<file path="src/rtl/core/ulpbs_pkg.sv">
// Package for the unconstrained LP bound solver: shared types, codes and
// saturation helpers. No dependencies.
`default_nettype none

package ulpbs_pkg;

	localparam int unsigned ValW = 48;
	localparam int unsigned MagW = 47;
	localparam int unsigned CntW = 17;
	localparam int unsigned CfgIdxW = 3;

	localparam logic [MagW-1:0] MAX47 = {MagW{1'b1}};
	localparam logic signed [ValW-1:0] MAX_S48 = {1'b0, {MagW{1'b1}}};
	localparam logic signed [ValW-1:0] MIN_S48 = {1'b1, {MagW{1'b0}}};

	// Item kinds
	localparam logic OP_ROW    = 1'b0;
	localparam logic OP_COLUMN = 1'b1;

	// Basis status codes
	localparam logic [1:0] BASIS_BASIC = 2'd0;
	localparam logic [1:0] BASIS_LOWER = 2'd1;
	localparam logic [1:0] BASIS_UPPER = 2'd2;
	localparam logic [1:0] BASIS_ZERO  = 2'd3;

	// Model status codes
	localparam logic [1:0] MODEL_OPTIMAL    = 2'd0;
	localparam logic [1:0] MODEL_INFEASIBLE = 2'd1;
	localparam logic [1:0] MODEL_UNBOUNDED  = 2'd2;

	// Configuration register indexes
	localparam logic [CfgIdxW-1:0] CFG_PRIMAL_TOL = 3'd0;
	localparam logic [CfgIdxW-1:0] CFG_DUAL_TOL   = 3'd1;
	localparam logic [CfgIdxW-1:0] CFG_SENSE      = 3'd2;
	localparam logic [CfgIdxW-1:0] CFG_OFFSET     = 3'd3;
	localparam logic [CfgIdxW-1:0] CFG_INFINITY   = 3'd4;

	typedef struct packed {
		logic [MagW-1:0]        primal_tol;
		logic [MagW-1:0]        dual_tol;
		logic                   maximize;
		logic signed [ValW-1:0] offset;
		logic [MagW-1:0]        infinity;
	} cfg_t;

	typedef struct packed {
		logic                   operation;
		logic signed [ValW-1:0] lower_bound;
		logic signed [ValW-1:0] upper_bound;
		logic signed [ValW-1:0] cost_coefficient;
		logic                   final_item;
	} item_t;

	// Classified item: value, reported dual, status and infeasibilities
	typedef struct packed {
		logic                   is_col;
		logic                   final_item;
		logic signed [ValW-1:0] value;
		logic signed [ValW-1:0] cost;
		logic [1:0]             status;
		logic [MagW-1:0]        pinf;
		logic [MagW-1:0]        dinf;
	} class_t;

	typedef struct packed {
		logic                   valid;
		logic [1:0]             problem_status;
		logic [CntW-1:0]        pcount;
		logic [CntW-1:0]        dcount;
		logic signed [ValW-1:0] objective;
		logic [MagW-1:0]        pmax;
		logic [MagW-1:0]        dmax;
		logic [MagW-1:0]        psum;
		logic [MagW-1:0]        dsum;
	} summary_t;

	// Clamp a 49-bit signed value to [0, 2^47-1]
	function automatic logic [MagW-1:0] clamp_u47(input logic signed [ValW:0] v);
		logic [MagW-1:0] r;
		if (v[ValW])
			r = '0;
		else if (v[ValW-1])
			r = MAX47;
		else
			r = v[MagW-1:0];
		return r;
	endfunction

	// Clamp a 49-bit signed value to the 48-bit signed range
	function automatic logic signed [ValW-1:0] clamp_s48(input logic signed [ValW:0] v);
		logic signed [ValW-1:0] r;
		if (v[ValW] != v[ValW-1])
			r = v[ValW] ? MIN_S48 : MAX_S48;
		else
			r = v[ValW-1:0];
		return r;
	endfunction

endpackage

`default_nettype wire

</file>
<file path="src/rtl/core/ulpbs_classify.sv">
// Column and row classification: value, status, dual and infeasibilities.
// Combinational; uses ulpbs_pkg.
`default_nettype none

module ulpbs_classify
	import ulpbs_pkg::*;
(
	input  item_t  item,
	input  cfg_t   cfg,
	output class_t cls
);

	logic signed [ValW:0]   lo, up, cst, neg_cost, gap;
	logic signed [ValW:0]   inf_p, inf_n, ptol_p, ptol_n, dtol_p, dtol_n;
	logic signed [ValW:0]   dual_w, ndual;
	logic signed [ValW-1:0] dual;
	logic [MagW-1:0]        adual;
	logic                   lo_minf, lo_pinf, up_pinf, up_minf;

	// Widen operands and thresholds
	always_comb begin
		lo       = {item.lower_bound[ValW-1], item.lower_bound};
		up       = {item.upper_bound[ValW-1], item.upper_bound};
		cst      = {item.cost_coefficient[ValW-1], item.cost_coefficient};
		neg_cost = -cst;
		gap      = lo - up;
		inf_p    = {2'b00, cfg.infinity};
		inf_n    = -inf_p;
		ptol_p   = {2'b00, cfg.primal_tol};
		ptol_n   = -ptol_p;
		dtol_p   = {2'b00, cfg.dual_tol};
		dtol_n   = -dtol_p;
		dual     = cfg.maximize ? clamp_s48(neg_cost) : item.cost_coefficient;
		dual_w   = {dual[ValW-1], dual};
		ndual    = -dual_w;
		adual    = clamp_u47(dual_w[ValW] ? ndual : dual_w);
		lo_minf  = lo <= inf_n;
		lo_pinf  = lo >= inf_p;
		up_pinf  = up >= inf_p;
		up_minf  = up <= inf_n;
	end

	// Pick the bound and grade the item
	always_comb begin
		cls            = '0;
		cls.is_col     = item.operation == OP_COLUMN;
		cls.final_item = item.final_item;
		cls.status     = BASIS_BASIC;
		if (item.operation == OP_ROW) begin
			if (lo > ptol_p)
				cls.pinf = clamp_u47(lo);
			else if (up < ptol_n)
				cls.pinf = clamp_u47(-up);
		end else begin
			cls.cost = item.cost_coefficient;
			if (gap > 0) begin
				if (lo_pinf && up_minf) begin
					cls.status = BASIS_ZERO;
					cls.pinf   = MAX47;
					cls.dinf   = adual;
				end else if (lo_pinf) begin
					cls.value  = item.upper_bound;
					cls.status = BASIS_UPPER;
					cls.pinf   = clamp_u47(gap);
					cls.dinf   = clamp_u47(dual_w);
				end else begin
					cls.value  = item.lower_bound;
					cls.status = BASIS_LOWER;
					cls.pinf   = clamp_u47(gap);
					cls.dinf   = clamp_u47(ndual);
				end
			end else if (lo_minf && up_pinf) begin
				cls.status = BASIS_ZERO;
				cls.dinf   = adual;
			end else if (dual_w >= dtol_p) begin
				if (!lo_minf) begin
					cls.value  = item.lower_bound;
					cls.status = BASIS_LOWER;
				end else begin
					cls.value  = item.upper_bound;
					cls.status = BASIS_UPPER;
					cls.dinf   = clamp_u47(dual_w);
				end
			end else if (dual_w <= dtol_n) begin
				if (!up_pinf) begin
					cls.value  = item.upper_bound;
					cls.status = BASIS_UPPER;
				end else begin
					cls.value  = item.lower_bound;
					cls.status = BASIS_LOWER;
					cls.dinf   = clamp_u47(ndual);
				end
			end else begin
				if (lo_minf) begin
					cls.value  = item.upper_bound;
					cls.status = BASIS_UPPER;
				end else begin
					cls.value  = item.lower_bound;
					cls.status = BASIS_LOWER;
				end
				cls.dinf = adual;
			end
		end
	end

endmodule

`default_nettype wire

</file>
<file path="config.mk">
export PLATFORM = sky130hd
export DESIGN_NAME = ulpbs_classify
export DESIGN_NICKNAME = d
export VERILOG_FILES = /design/src/rtl/core/ulpbs_pkg.sv /design/src/rtl/core/ulpbs_classify.sv
export SDC_FILE = /design/constraint.sdc
export NUM_CORES = 2
export LEC_CHECK = 0
export ABC_AREA = 1
export BUFFER_PORTS_ARGS = -buffer_cell sky130_fd_sc_hd__buf_2
export CORE_UTILIZATION = 28
export DETAILED_ROUTE_END_ITERATION = 10
export SLEW_MARGIN = 10
export SYNTH_ARGS = -nofsm -noshare
export SYNTH_HDL_FRONTEND = slang
export SYNTH_SLANG_ARGS = --single-unit
</file>
<file path="constraint.sdc">
create_clock -name vclk -period 6.95
set_clock_uncertainty 0.15 [all_clocks]
set_input_delay 0.3475 -clock vclk [all_inputs]
set_output_delay 0.3475 -clock vclk [all_outputs]
set_load 0.1 [all_outputs]
</file>
-- Word-level counts from Yosys, hierarchy flattened
Cells that the tools add are included.
- flip-flop bits (word level): 0
- input port bits: 336
- output and inout port bits: 194
- logic and storage cells: 61
- add/sub/neg operators: 7
- order comparisons: 9
- equality and inequality tests: 1
- muxes and demuxes: 42
- reductions and logical operators: 2
- operators with widths (cell ; number):
    2-to-1 mux 47 bit ; 21
    2-to-1 mux 48 bit ; 11
    2-to-1 mux 96 bit ; 2
    less-or-equal comparator 48 x 49 -> 1 bit ; 3
    negator 47 -> 49 bit ; 3
    negator 48 -> 49 bit ; 3
    greater-or-equal comparator 48 bit ; 3
    2-to-1 mux 98 bit ; 1
    > comparator 49 x 1 -> 1 bit, second input constant ; 1
    < comparator 48 x 49 -> 1 bit ; 1
    2-to-1 mux 49 bit ; 1
    subtractor 48 x 48 -> 49 bit ; 1
    > comparator 48 bit ; 1
    2-to-1 mux 2 bit ; 6
    logical AND 1 bit ; 2
    inequality test 1 bit ; 1

-- Logic depth before layout (Yosys ltp)
- depth in word-level cells: 13
- depth in mapped cells: 40

-- Worst setup path before layout
No wires, ideal clock.
- kind: input port to output port
- from: input cfg[1] (netlist bit)
- to: output cls[167] (netlist bit)
- arrival time: 6.421 ns
- data required time: 6.452 ns
- path slack: 0.031 ns
- stages: 33
- path buffers: 2
- cells stage by stage: inv_1 ha_1 nand2_1 nor2_2 nand2_1 nor2_2 nand2_2 nor3_2 nand4_1 nor3_2 nand4_1 nand3b_4 nor2_2 nand4_1 or2_1 nor2_4 nand3b_1 nand2_1 nand2_1 ha_1 nand2_1 nor3_1 inv_1 nor2_1 nor4b_2 nand4_1 nand4_1 nand2_1 nand2_1 clkbuf_1 clkbuf_1 o211ai_1 a21oi_1
- RTL lines (element ; line ; RTL):
    start, declared ; ulpbs_classify.sv:9 ; input cfg_t cfg,
    end, declared ; ulpbs_classify.sv:10 ; output class_t cls

==> results.yml <==
final_layout:
  seqCellArea_sq_um: 0
  nets: 7009
  seq_cells: 0
  drive_gt1_share_pct: 19.6
  fillers: 11600
  area_growth_pct: 32.4
  clock_buffers: 0
  final_cells: 7633
timing:
  finalMaxSlewViolations: 0
  setup_viol_count_final: 0
  relSlewSlack_pct: 1.02
  fin_crit_ns: 6.93
  timing.final.hold_violations: 0
  timing.final.ws_setup_ns: 0.0182
  min_period_over_period_pct: 99.7
  setup_tns_ns: 0
  worst_pin_slew_ns: 1.47
  rsz0062_at_grt: "yes"
  fmax_mhz: 144
run_status:
  status: "complete, but fails checks"
  violations: "design-rule violations, max-capacitance violations"
clock_network:
  cts_hold_buf: 0
global_route:
  grt_pass1_wl_um: 232000
  grt_use_total_pct: 27.8
  grt_remaining_overflow: 0
  grt_pass1_vias: 37800
  grt_max_degree: 108
  antenna_found_initial: 10
synthesis:
  synth_area_sq_um: 29900
  yosysTopAreaCell: "nand2_1"
  ys_seq_area_share_pct: 0
  post-synth-top-count-cell: "nand2_1"
  yosysUniqueCellTypes: 65
  synth_warnings: 0
  synth_top_cell_area_share_pct: 19.6
  avgSynthCellArea_sq_um: 5.31
  syn-num-nets: 6407
  yosys-top-cells-area: "nand2_1 20%, ha_1 18%, inv_1 8.4%"
  synth_common_cells: "1561 x nand2_1, 666 x inv_1, 595 x nor2_1"
  postSynthCellCount: 5632
min_path:
  hold_path.startpoint: "item[0]"
  min_path_cells: 0
  hp-class: "in -> out"
  hold_end: "cls[192]"
drt:
  drc_errors: 28
  wl_met2_um: 73800
  num_vias: 41500
  wl_met3_um: 13200
  viasPerCell: 5.44
  drt-initial-drc-count: 4159
  routed_wl_um: 160000
  ant_nets: 0
  wl_met1_um: 63500
  dr.pass1.iters: 11
  topRoutingLayerUsed: "met5"
  wl_per_cell_um: 21.0
critical_path:
  crit_family: "simple AND/OR/NAND/NOR gates"
  path_max_fanout: 23
  slowest_delay_ns: 0.33
  worstSetupStartpointType: "input port"
  end_kind: "primary output"
  cpMaxStageDelayCell: "nor3_4"
  arrival_ns: 6.43
  worstPathRequired_ns: 6.45
  path_buf_inv: 10
  crit_type: "in -> out"
die:
  initial_core_util_pct: 28.3
  dieArea_sq_um: 108000
  die_width_um: 329
  fp.dieH_um: 329
  coreArea_sq_um: 106000
  ios: 530
  rows: 119
placement:
  portBuffers: 480
  dp_hpwl_um: 130000
  placed_cells: 7584
  gp_congestion: 1.04
  dpl_worst_slack_ns: -0.120
job:
  maxCapViolations: 1
-- logic make-up (layout without fill, tap and decap cells) --
family | count (synthesis) | after routing | synth area share, %
simple gates | 3009 | 3009 | 43.8
other cells | 0 | 10 | 0
buf+inv | 915 | 1515 | 12.1
fa+ha+maj | 439 | 439 | 18.4
compound gates | 1077 | 1077 | 20.1
xor+xnor | 192 | 192 | 5.63
-- routing by layer --
metal	vias up	global-route usage, %
li1	20000	-
met1	19100	34.5
met2	2027	47.0
met3	364	3.29
met4	2	14.2
met5	-	0
-- final cells by class --
cell class | instances | area [sq um] | area share, %
Antenna cell | 10 | 25.0 | 0.0632
Inverter | 698 | 2640 | 6.68
Multi-Input combinational cell | 4717 | 27300 | 69.1
Tap cell | 1391 | 1740 | 4.40
Timing Repair Buffer | 817 | 7820 | 19.8
-- worst max path at each step --
stage / from / endpoint / cells after the start
floorplan: cfg[1] / cls[167] / 33
global placement: cfg[1] / cls[2] / 38
detailed placement: cfg[1] / cls[44] / 40
CTS: cfg[143] / cls[55] / 39
global route: cfg[1] / cls[1] / 41
finish: cfg[1] / cls[180] / 38
-- stage by stage --
step                cell area, sq um  util (%)  hold WS [ns]
detailed placement             37800      35.8         0.546
global route                   39600      37.5         0.546
CTS                            37900      35.9         0.546
floorplan                      29900         -         0.757
finish                         39600      37.5         0.546
global placement               37800      35.8         0.546
-- cell usage in the layout, fill, tap and decap left out, types with 50 or more instances in the layout --
cell type	count
inv_1	657
nor2_2	69
ha_1	434
o21ai_0	345
o22ai_1	50
nand3_1	431
buf_2	333
nor4_1	51
nand2_2	91
nand4_1	109
buf_12	176
nor3_1	82
nor2_1	534
o21ai_1	82
a21oi_1	358
nand2_1	1484
buf_4	268
o211ai_1	66
xor2_1	177
-- repair_timing --
| action | CTS | global route |
|---|---|---|
| buffers inserted | 0 | 26 |
| resized for setup | 28 | 321 |
| gates cloned | 0 | 13 |
| pin swaps | 0 | 152 |
| setup endpoints to repair | 84 | 144 |
