==> src/rtl/core/ulpbs_pkg.sv <==
// Package for the unconstrained LP bound solver: shared types, codes and
// saturation helpers. No dependencies.
`default_nettype none

package ulpbs_pkg;

	localparam int unsigned ValW = 48;
	localparam int unsigned MagW = 47;
	localparam int unsigned CntW = 17;
	localparam int unsigned CfgIdxW = 3;

	localparam logic [MagW-1:0] MAX47 = {MagW{1'b1}};
	localparam logic signed [ValW-1:0] MAX_S48 = {1'b0, {MagW{1'b1}}};
	localparam logic signed [ValW-1:0] MIN_S48 = {1'b1, {MagW{1'b0}}};

	// Item kinds
	localparam logic OP_ROW    = 1'b0;
	localparam logic OP_COLUMN = 1'b1;

	// Basis status codes
	localparam logic [1:0] BASIS_BASIC = 2'd0;
	localparam logic [1:0] BASIS_LOWER = 2'd1;
	localparam logic [1:0] BASIS_UPPER = 2'd2;
	localparam logic [1:0] BASIS_ZERO  = 2'd3;

	// Model status codes
	localparam logic [1:0] MODEL_OPTIMAL    = 2'd0;
	localparam logic [1:0] MODEL_INFEASIBLE = 2'd1;
	localparam logic [1:0] MODEL_UNBOUNDED  = 2'd2;

	// Configuration register indexes
	localparam logic [CfgIdxW-1:0] CFG_PRIMAL_TOL = 3'd0;
	localparam logic [CfgIdxW-1:0] CFG_DUAL_TOL   = 3'd1;
	localparam logic [CfgIdxW-1:0] CFG_SENSE      = 3'd2;
	localparam logic [CfgIdxW-1:0] CFG_OFFSET     = 3'd3;
	localparam logic [CfgIdxW-1:0] CFG_INFINITY   = 3'd4;

	typedef struct packed {
		logic [MagW-1:0]        primal_tol;
		logic [MagW-1:0]        dual_tol;
		logic                   maximize;
		logic signed [ValW-1:0] offset;
		logic [MagW-1:0]        infinity;
	} cfg_t;

	typedef struct packed {
		logic                   operation;
		logic signed [ValW-1:0] lower_bound;
		logic signed [ValW-1:0] upper_bound;
		logic signed [ValW-1:0] cost_coefficient;
		logic                   final_item;
	} item_t;

	// Classified item: value, reported dual, status and infeasibilities
	typedef struct packed {
		logic                   is_col;
		logic                   final_item;
		logic signed [ValW-1:0] value;
		logic signed [ValW-1:0] cost;
		logic [1:0]             status;
		logic [MagW-1:0]        pinf;
		logic [MagW-1:0]        dinf;
	} class_t;

	typedef struct packed {
		logic                   valid;
		logic [1:0]             problem_status;
		logic [CntW-1:0]        pcount;
		logic [CntW-1:0]        dcount;
		logic signed [ValW-1:0] objective;
		logic [MagW-1:0]        pmax;
		logic [MagW-1:0]        dmax;
		logic [MagW-1:0]        psum;
		logic [MagW-1:0]        dsum;
	} summary_t;

	// Clamp a 49-bit signed value to [0, 2^47-1]
	function automatic logic [MagW-1:0] clamp_u47(input logic signed [ValW:0] v);
		logic [MagW-1:0] r;
		if (v[ValW])
			r = '0;
		else if (v[ValW-1])
			r = MAX47;
		else
			r = v[MagW-1:0];
		return r;
	endfunction

	// Clamp a 49-bit signed value to the 48-bit signed range
	function automatic logic signed [ValW-1:0] clamp_s48(input logic signed [ValW:0] v);
		logic signed [ValW-1:0] r;
		if (v[ValW] != v[ValW-1])
			r = v[ValW] ? MIN_S48 : MAX_S48;
		else
			r = v[ValW-1:0];
		return r;
	endfunction

endpackage

`default_nettype wire

==> src/rtl/core/ulpbs_accum.sv <==
// Running counts, saturating sums, maxima and objective; builds the summary
// on the final item and clears. Uses ulpbs_pkg.
`default_nettype none

module ulpbs_accum
	import ulpbs_pkg::*;
#(
	parameter int unsigned MAX_ITEMS = 65536
) (
	input  logic                   clk,
	input  logic                   arst_n,
	input  logic                   upd,
	input  class_t                 cls,
	input  logic signed [ValW-1:0] term,
	input  cfg_t                   cfg,
	input  logic                   offset_wr,
	input  logic signed [ValW-1:0] offset_data,
	output summary_t               summary
);

	localparam logic [CntW-1:0] CountCap =
		(MAX_ITEMS < 131071) ? CntW'(MAX_ITEMS) : {CntW{1'b1}};

	logic [CntW-1:0]        pcount_q, dcount_q, pcount_n, dcount_n;
	logic [MagW-1:0]        psum_q, dsum_q, pmax_q, dmax_q;
	logic [MagW-1:0]        psum_n, dsum_n, pmax_n, dmax_n;
	logic [ValW-1:0]        psum_w, dsum_w;
	logic signed [ValW-1:0] obj_q, obj_n;

	// Next accumulator values with this item folded in
	always_comb begin
		pcount_n = pcount_q;
		dcount_n = dcount_q;
		dsum_n   = dsum_q;
		dmax_n   = dmax_q;
		obj_n    = obj_q;
		if (cls.pinf > cfg.primal_tol && pcount_q < CountCap)
			pcount_n = pcount_q + 1'b1;
		psum_w = {1'b0, psum_q} + {1'b0, cls.pinf};
		psum_n = psum_w[MagW] ? MAX47 : psum_w[MagW-1:0];
		pmax_n = (cls.pinf > pmax_q) ? cls.pinf : pmax_q;
		dsum_w = {1'b0, dsum_q} + {1'b0, cls.dinf};
		if (cls.is_col) begin
			if (cls.dinf > cfg.dual_tol && dcount_q < CountCap)
				dcount_n = dcount_q + 1'b1;
			dsum_n = dsum_w[MagW] ? MAX47 : dsum_w[MagW-1:0];
			dmax_n = (cls.dinf > dmax_q) ? cls.dinf : dmax_q;
			obj_n  = clamp_s48({obj_q[ValW-1], obj_q} + {term[ValW-1], term});
		end
	end

	// Summary for the final item, zero otherwise
	always_comb begin
		summary = '0;
		if (cls.final_item) begin
			summary.valid = 1'b1;
			if (pcount_n != '0)
				summary.problem_status = MODEL_INFEASIBLE;
			else if (dcount_n != '0)
				summary.problem_status = MODEL_UNBOUNDED;
			else
				summary.problem_status = MODEL_OPTIMAL;
			summary.pcount    = pcount_n;
			summary.dcount    = dcount_n;
			summary.objective = obj_n;
			summary.pmax      = pmax_n;
			summary.dmax      = dmax_n;
			summary.psum      = psum_n;
			summary.dsum      = dsum_n;
		end
	end

	// Advance on each transfer to the output; clear after the final item
	always_ff @(posedge clk or negedge arst_n) begin
		if (!arst_n) begin
			pcount_q <= '0;
			dcount_q <= '0;
			psum_q   <= '0;
			dsum_q   <= '0;
			pmax_q   <= '0;
			dmax_q   <= '0;
			obj_q    <= '0;
		end else if (offset_wr) begin
			obj_q <= offset_data;
		end else if (upd) begin
			if (cls.final_item) begin
				pcount_q <= '0;
				dcount_q <= '0;
				psum_q   <= '0;
				dsum_q   <= '0;
				pmax_q   <= '0;
				dmax_q   <= '0;
				obj_q    <= cfg.offset;
			end else begin
				pcount_q <= pcount_n;
				dcount_q <= dcount_n;
				psum_q   <= psum_n;
				dsum_q   <= dsum_n;
				pmax_q   <= pmax_n;
				dmax_q   <= dmax_n;
				obj_q    <= obj_n;
			end
		end
	end

endmodule

`default_nettype wire

==> config.mk <==
export PLATFORM = sky130hd
export DESIGN_NAME = ulpbs_accum
export DESIGN_NICKNAME = d
export VERILOG_FILES = /design/src/rtl/core/ulpbs_pkg.sv /design/src/rtl/core/ulpbs_accum.sv
export SDC_FILE = /design/constraint.sdc
export NUM_CORES = 1
export LEC_CHECK = 0
export BUFFER_PORTS_ARGS = -buffer_cell sky130_fd_sc_hd__buf_2
export CORE_ASPECT_RATIO = 1.4
export CORE_UTILIZATION = 32
export DETAILED_ROUTE_END_ITERATION = 10
export GPL_ROUTABILITY_DRIVEN = 0
export REMOVE_ABC_BUFFERS = 1
export SLEW_MARGIN = 5
export SYNTH_ARGS = -nofsm -noshare
export SYNTH_HDL_FRONTEND = slang
export SYNTH_SLANG_ARGS = --single-unit
==> constraint.sdc <==
create_clock -name clk -period 5.98 [get_ports clk]
set_input_delay 1.196 -clock clk [delete_from_list [all_inputs] [get_ports clk]]
set_output_delay 1.196 -clock clk [all_outputs]
set_load 0.05 [all_outputs]
Word-level counts from Yosys, hierarchy flattened
Cells that the tools add are included.

$add $sub $neg: 5. $lt $le $gt $ge: 6. Equal/unequal tests: 1. Multiplexer cells: 24. Bitwise logic cells: 1. Reductions and logical operators: 6.

Operators with widths (number): two-way mux 47 bit (10); two-way mux 48 bit (6); two-way mux 273 bit (1); greater-than comparator 47 bit (4); adder 47 x 47 -> 48 bit (2); two-way mux 17 bit (5); adder 48 x 48 -> 49 bit (1); adder 17 x 1 -> 17 bit, second input constant (2); < comparator 17 bit, second input constant (2); nonzero test 17 bit (2); two-way mux 2 bit (2); logical AND 1 bit (2); AND reduction 2 bit (1); nonzero test 2 bit (1); != test 1 bit (1); inverter 1 bit (1).

Bits in registers: 270.

Logic depth before layout (Yosys ltp)
Gate-level depths: netlist of run 1.

Word-level depth: 8. Depth in mapped cells: 21. Gate-level depth less buffers: 17.

Worst setup path before layout of run 1
No wires, ideal clock.

Path type: input -> output. Start point: input term[1]. End point: output summary[224] (netlist name). Arrival: 6.197 ns. Data required time: 4.784 ns. Slack: -1.413 ns. Stages on the path: 19. Buffers on the path: 3. Cell sequence: ha_1 -> a211oi_1 -> o21bai_1 -> o21ai_1 -> a21oi_1 -> a2111o_1 -> and3_1 -> o21ai_1 -> a21oi_1 -> and4_1 -> or3_1 -> ha_1 -> clkbuf_1 -> clkinv_1 -> o32a_1 -> clkbuf_1 -> buf_2 -> a21boi_0 -> a211oi_1.

RTL lines: start, declared (RTL line ulpbs_accum.sv:14) `input logic signed [ValW-1:0] term,`; end, declared (RTL line ulpbs_accum.sv:18) `output summary_t summary`.

==> reports/qor.csv, run 1 <==
metric;value;unit
initial antenna violation count;22;
DR vias;33200;
fin. max-slew vios;0;
unrepaired setup endpoints after global routing;true;
Synth Flop Type;dfrtp_1;
worst r2r path cells;35;
largest net degree at the start of global routing;128;
switch share;49.0;%
met1 Resource Use GR;29.8;%
Hold Path Class;register to register;
DP Worst Slack;-1220;ps
H-tree levels;2;
most frequent cell after synthesis;nor2_1;
Congestion Overflow GR;0;
num ports;757;
GRT busiest layer;met2;
synth top area cells;dfrtp_1 24%, ha_1 15%, a21oi_1 5.4%;
die area;0.0908;sq mm
RR Endpoint;obj_q[3];
post-synthesis cell count;3728;
worst slew pin tran;1280;ps
WS Path Type;primary input to output port;
CTS Sinks;270;
average wire per standard cell;22.3;um
final wirelength;132;mm
FMAX;151;MHz
failing checks;negative setup slack;
Die H;356;um
Peak VDD IR;250;uV
DRC violations left;0;
dpl hpwl;98.1;mm
Distinct cells, synth;82;
Clock power frac;14.6;%
GR Layer Usage met2;48.3;%
Max Cap Viol;0;
GRT Resource Usage Total;27.9;%
largest area contributor in the netlist;dfrtp_1;
hold_buf cts;0;
row count;129;
Worst-path clk slew;60;ps
post-synthesis register bit count;270;
Arr. time, crit path;5440;ps
Flop pwr share;17.1;%
Worst Setup EP;summary[211];
Final period util;111;%
Psw;7860;uW
met3 usage in global routing;7.30;%
Die Wd;255;um
clock skew;19.8;ps
Worst Setup SP;term[2];
Final Setup Violations;54;
Initial DRC Count;2004;
fin crit period;6630;ps
TritonRoute pass-1 iters;5;
Root Buffer;clkbuf_16;
PwrDens;392;mW/mm^2
crit-path max FO;6;
Crit. End Element;output port;
total power;16000;uW
Clock Latency Late Sink;580;ps
fraction of layout cells with a size suffix above 1;30.1;%
first-pass GRT wire length;194;mm
final hold viol count;0;
critical path launch point type;primary input;
CTS Buf Count;37;
vias in the first global route;33300;
cell internal pwr;8180;uW
Commonest cells post-synth;386 x nor2_1, 334 x ha_1, 308 x a21oi_1;
Area Overhead vs Synth;42.8;%
reg2reg start;obj_q[1];
post-route ant nets;0;
number of port buffers;610;
Comb pwr share;68.3;%
synthesized area;0.0287;sq mm
part of the Yosys area used for sequential elements;23.6;%
status;complete, but fails checks;
Nets;5501;
drt via density;5.63;
yosys synthesis warning count;0;
post-synth top area share;23.6;%
core area;0.0884;sq mm
CP required;4780;ps
Initial Util;32.4;%
syn_area_per_cell;7.69;sq um
R2R Setup Slk;-210;ps
final setup TNS;-26900;ps
CTS tree;built;
LEAKAGE;0.0198;uW
CTS max path bufs;3;
Max-slew headroom;14.1;%
post-route setup slack;-655;ps
EDFF count, synth;0;
FFs w/ async S/R, synth;100;%
[metrics by stage]
step                      instances  util (%)  hold WS, ps  cell area, sq um
after floorplan                3487         -          453             27700
after global placement         5740      41.9          466             37100
after detailed placement       5740      41.9          479             37100
after CTS                      5868      45.3          492             40100
after global routing           5896      46.3          504             40900
final                          5900      46.3          489             40900
[power groups by stage]
stage          clock [uW]  sequential (uW)  combinational (uW)
3_3_place_gp            0             2730                9650
3_5_place_dp            0             2740                9730
5_1_grt              2450             2800               11700
4_1_cts              2400             2720               10700
2_1_floorplan           0             2630                6230
6_report             2340             2740               11000
[flip-flops by register name, indices dropped and copies added (netlist names)]
signal	cells
dcount_q	17
dmax_q	47
dsum_q	47
obj_q	48
pcount_q	17
pmax_q	47
psum_q	47
[worst min path at each step]
stage | to | startpoint | depth (start not counted)
2_1_floorplan | psum_q[31] | psum_q[31] | 1
3_3_place_gp | psum_q[9] | psum_q[9] | 2
3_5_place_dp | psum_q[9] | psum_q[9] | 2
4_1_cts | psum_q[9] | psum_q[9] | 2
5_1_grt | psum_q[9] | psum_q[9] | 2
6_report | psum_q[0] | psum_q[0] | 2
[timing repair]
| item | in CTS | in global routing |
|---|---|---|
| setup buffers | 57 | 20 |
| gates cloned | 7 | 0 |
| gates resized for setup | 270 | 142 |
| endpoints found under the setup margin | 154 | 123 |
| endpoints found under the hold margin | 0 | 0 |
| pin swaps | 78 | 70 |
[cells by family after synthesis]
group                    synth area share, %
AO/OA/AOI/OAI                           27.9
XOR/XNOR                                4.71
adder cells (fa/ha/maj)                 14.8
buffers and inverters                   6.52
flip-flops                              23.6
multiplexers                            3.60
AND/OR/NAND/NOR                         18.9
[worst max-delay path, stage by stage]
cell      delay (ps)
buf_2            120
ha_4             260
o21ai_4          170
o21bai_2         110
o21ai_2          190
a21oi_2          110
a2111o_1         540
and3_4           260
o21ai_4          170
a21oi_4           90
and4_1           180
or3_4            380
ha_4             300
nand2_2           60
o32a_4           340
buf_12           160
buf_12           150
buf_6            110
o211ai_1          80
o21ai_1          100
nor2_1           160
buf_6            170
[final cells by class]
type	instances	area [sq um]
multi-input combinational	2970	21400
inverter	247	943
tap	1179	1480
sequential	270	6760
clock inverter	7	67.6
antenna	14	35.0
timing repair buffer	1154	9140
fill	8703	47500
clock buffer	59	1150
[placed cells by master, fill, tap and decap left out, types with 32 or more instances in the layout]
cell / synthesis / layout
o22ai_1: 65 / 59
a21o_1: 103 / 103
dfrtp_1: 270 / 270
a21oi_1: 308 / 290
o21a_1: 34 / 32
a31oi_1: 40 / 32
o211ai_1: 33 / 33
o311ai_0: 51 / 50
nand2_1: 286 / 282
nand3_1: 69 / 67
nor2_1: 386 / 368
buf_2: 15 / 479
nor2b_1: 36 / 35
buf_4: 1 / 485
ha_1: 334 / 305
and3_1: 40 / 35
xnor2_1: 96 / 94
nor3_1: 46 / 40
xor2_1: 58 / 58
buf_6: 2 / 66
buf_12: 0 / 95
o21ai_0: 277 / 259
o21ai_1: 40 / 46
inv_1: 245 / 240
nand4_1: 105 / 105
a2bb2oi_1: 44 / 44
and2_1: 41 / 32
mux2i_1: 102 / 102
clkbuf_16: 0 / 40
[per-layer routing]
layer  part of all wire [%]  routed length [um]
met4                    6.7                8840
met1                     37               48700
met2                     48               63400
met3                    8.2               10900
met5                  0.068                  90
No activity file was read; power rests on OpenSTA's default activity.
==> run 2: changes to the inputs <==
--- a/config.mk
+++ b/config.mk
@@ -6,7 +6,7 @@
 export NUM_CORES = 1
 export LEC_CHECK = 0
 export BUFFER_PORTS_ARGS = -buffer_cell sky130_fd_sc_hd__buf_2
-export CORE_ASPECT_RATIO = 1.4
+export CORE_ASPECT_RATIO = 0.9
 export CORE_UTILIZATION = 32
 export DETAILED_ROUTE_END_ITERATION = 10
 export GPL_ROUTABILITY_DRIVEN = 0
==> run 2 against run 1 <==
- the run still ends with negative setup slack left
- first-iteration DRC count is 34% higher
- maximum frequency is 1.7% higher
- flip-flop and latch count stayed put
- count of clock-buffer cells in the layout stayed put
- largest power group unchanged
==> reports/qor.csv, run 2 (synthesis gave the netlist of run 1 again) <==
metric;value;unit;change
Placed Area;0.0363;sq mm;-2.2%
CTS Sinks;270;;unchanged
H-tree levels;2;;unchanged
DP Worst Slack;-1430;ps;-204 ps
Flop pwr share;17.9;%;+0.8 points
status;complete, but fails checks;;
Hold Path Class;register to register;;
post-route ant nets;0;;unchanged
unrepaired setup endpoints after global routing;true;;
dpl hpwl;97.3;mm;-0.79%
Final Setup Violations;48;;-11%
Initial Util;32.5;%;+0.11 points
GRT Resource Usage Total;26.6;%;-1.2 points
Congestion Overflow GR;0;;unchanged
worst slew pin tran;1080;ps;-199 ps
Peak VDD IR;229;uV;-8.6%
hold_buf cts;0;;unchanged
crit-path max FO;5;;-1
core area;0.0881;sq mm;-0.34%
row count;103;;-20%
TritonRoute pass-1 iters;6;;+1
final wirelength;127;mm;-3.9%
Comb pwr share;66.0;%;-2.3 points
Nets;5440;;-1.1%
num ports;757;;unchanged
Slowest-stage cell, CP;a2111o_1;;
commonest cells after routing, fill and taps aside;514 x buf_2, 465 x buf_4, 367 x nor2_1;;
Initial DRC Count;2689;;+34%
clock skew;32.2;ps;+12.4 ps
DR vias;32800;;-1.3%
first-pass GRT wire length;189;mm;-2.2%
Final period util;109;%;-1.8 points
DRC violations left;0;;unchanged
area of the multi-input gates;0.0208;sq mm;-2.8%
Arr. time, crit path;5330;ps;-110 ps
Root Buffer;clkbuf_16;;
Die H;286;um;-20%
commonest non-fill, non-tap cell in the layout;buf_2;;
CTS max path bufs;3;;unchanged
CTS Buf Count;40;;+8.1%
post-route setup slack;-545;ps;+110 ps
CP dominant cell by count;buf_6;;
initial antenna violation count;20;;-9.1%
die area;0.0908;sq mm;about the same
largest net degree at the start of global routing;133;;+3.9%
Die Wd;317;um;+25%
minimum hold slack;488;ps;-1.42 ps
Area Overhead vs Synth;36.1;%;
Max-slew headroom;27.9;%;+14 points
cell area after layout;0.0390;sq mm;-4.7%
number of port buffers;610;;unchanged
Fill cells;8878;;+2.0%
fraction of layout cells with a size suffix above 1;27.8;%;-2.3 points
PwrDens;394;mW/mm^2;+0.41%
Crit. End Element;output port;;
FF/Latch Area;0.00676;sq mm;unchanged
Max Cap Viol;0;;unchanged
Psw;7620;uW;-3.1%
max reg flops;48;;unchanged
average wire per standard cell;21.8;um;-2.4%
critical path launch point type;primary input;;
vias in the first global route;31100;;-6.5%
failing checks;negative setup slack;;
CTS tree;built;;
crit path cell chain;buf_6 > ha_4 > a211oi_4 > o21bai_4 > o21ai_4 > a21oi_2 > a2111o_1 > and3_4 > o21ai_2 > a21oi_2 > and4_1 > or3_4 > ha_4 > nand2_2 > o32a_4 > buf_6 > buf_16 > o211ai_1 > o21ai_1 > nor2_2 > buf_6;;
LEAKAGE;0.0192;uW;-3.1%
Worst-path clk slew;60;ps;about the same
FMAX;153;MHz;+1.7%
largest reg by FF count;obj_q;;
fin crit period;6530;ps;-110 ps
crit-path max cell delay;470;ps;-70 ps
cell internal pwr;7730;uW;-5.5%
fin. max-slew vios;0;;unchanged
final hold viol count;0;;unchanged
drt via density;5.64;;+0.18%
WS Path Type;primary input to output port;;
CP required;4780;ps;about the same
fin util;44.2;%;-2.0 points
switch share;49.6;%;+0.61 points
Clock Latency Late Sink;570;ps;about the same
Clock power frac;16.2;%;+1.6 points
run 2: cell count changes in the layout (fill, tap and decap cells not counted), moves of 5 or more:
cell	change
buf_12	-50
buf_2	+35
and2_1	+6
ha_4	-15
buf_8	-8
and2_4	-6
a21oi_1	+8
o21ai_1	+5
a21oi_4	-6
buf_4	-20
ha_1	+16
buf_6	-15
run 2: power groups by stage:
stage / clock network (uW) / logic (uW) / registers [uW]
3_3_place_gp: 0 / 9420 / 2740
3_5_place_dp: 0 / 9490 / 2750
2_1_floorplan: 0 / 6230 / 2630
6_report: 2480 / 10100 / 2740
4_1_cts: 2530 / 9830 / 2730
5_1_grt: 2590 / 10900 / 2800
run 2: cell type report:
class                   count  area share, %
diodes                     13         0.0834
flip-flops and latches    270           17.3
inverters                 247           2.40
clock buffers              59           3.04
well taps                1155           3.71
repair buffers           1089           19.9
multi-input cells        2971           53.2
clock inverters            10          0.356
run 2: per-layer routing:
layer,track usage (%),routed length (um),up-vias
met3,5.88,11700,236
met4,7.44,3860,8
met2,41.2,54500,1390
met5,0,48,-
li1,-,-,15500
met1,37.0,56600,15600
run 2: stage by stage:
step | std cells | total power, uW | setup TNS, ps
after CTS | 5783 | 15100 | -19600
after detailed placement | 5699 | 12200 | -60990
after global placement | 5699 | 12200 | -53260
final | 5814 | 15300 | -19700
after global routing | 5807 | 16300 | -27190
after floorplan | 3487 | 8860 | -839350
run 2: critical path: cells and delay by family:
family,cells,cell delay (ps)
fa+ha+maj,2,510
buf+inv,4,570
simple gates,5,1030
compound gates,10,2020
run 2: worst paths after layout:
check	from	slack (ps)	cells past startpoint	endpoint
max in group asynchronous	arst_n	4280	2	dmax_q[46]
min in group asynchronous	arst_n	540	1	pmax_q[3]
min reg2reg	psum_q[8]	490	2	psum_q[8]
min	psum_q[8]	490	2	psum_q[8]
max reg2reg	obj_q[1]	1390	20	obj_q[2]
max	term[1]	-550	21	summary[211]
run 2: repair_timing:
action / CTS / global route
endpoints found under the setup margin: 66 / 114
setup buffers: 14 / 15
endpoints found under the hold margin: 0 / 0
cloned: 2 / 3
resized for setup: 147 / 127
pin swaps: 34 / 51
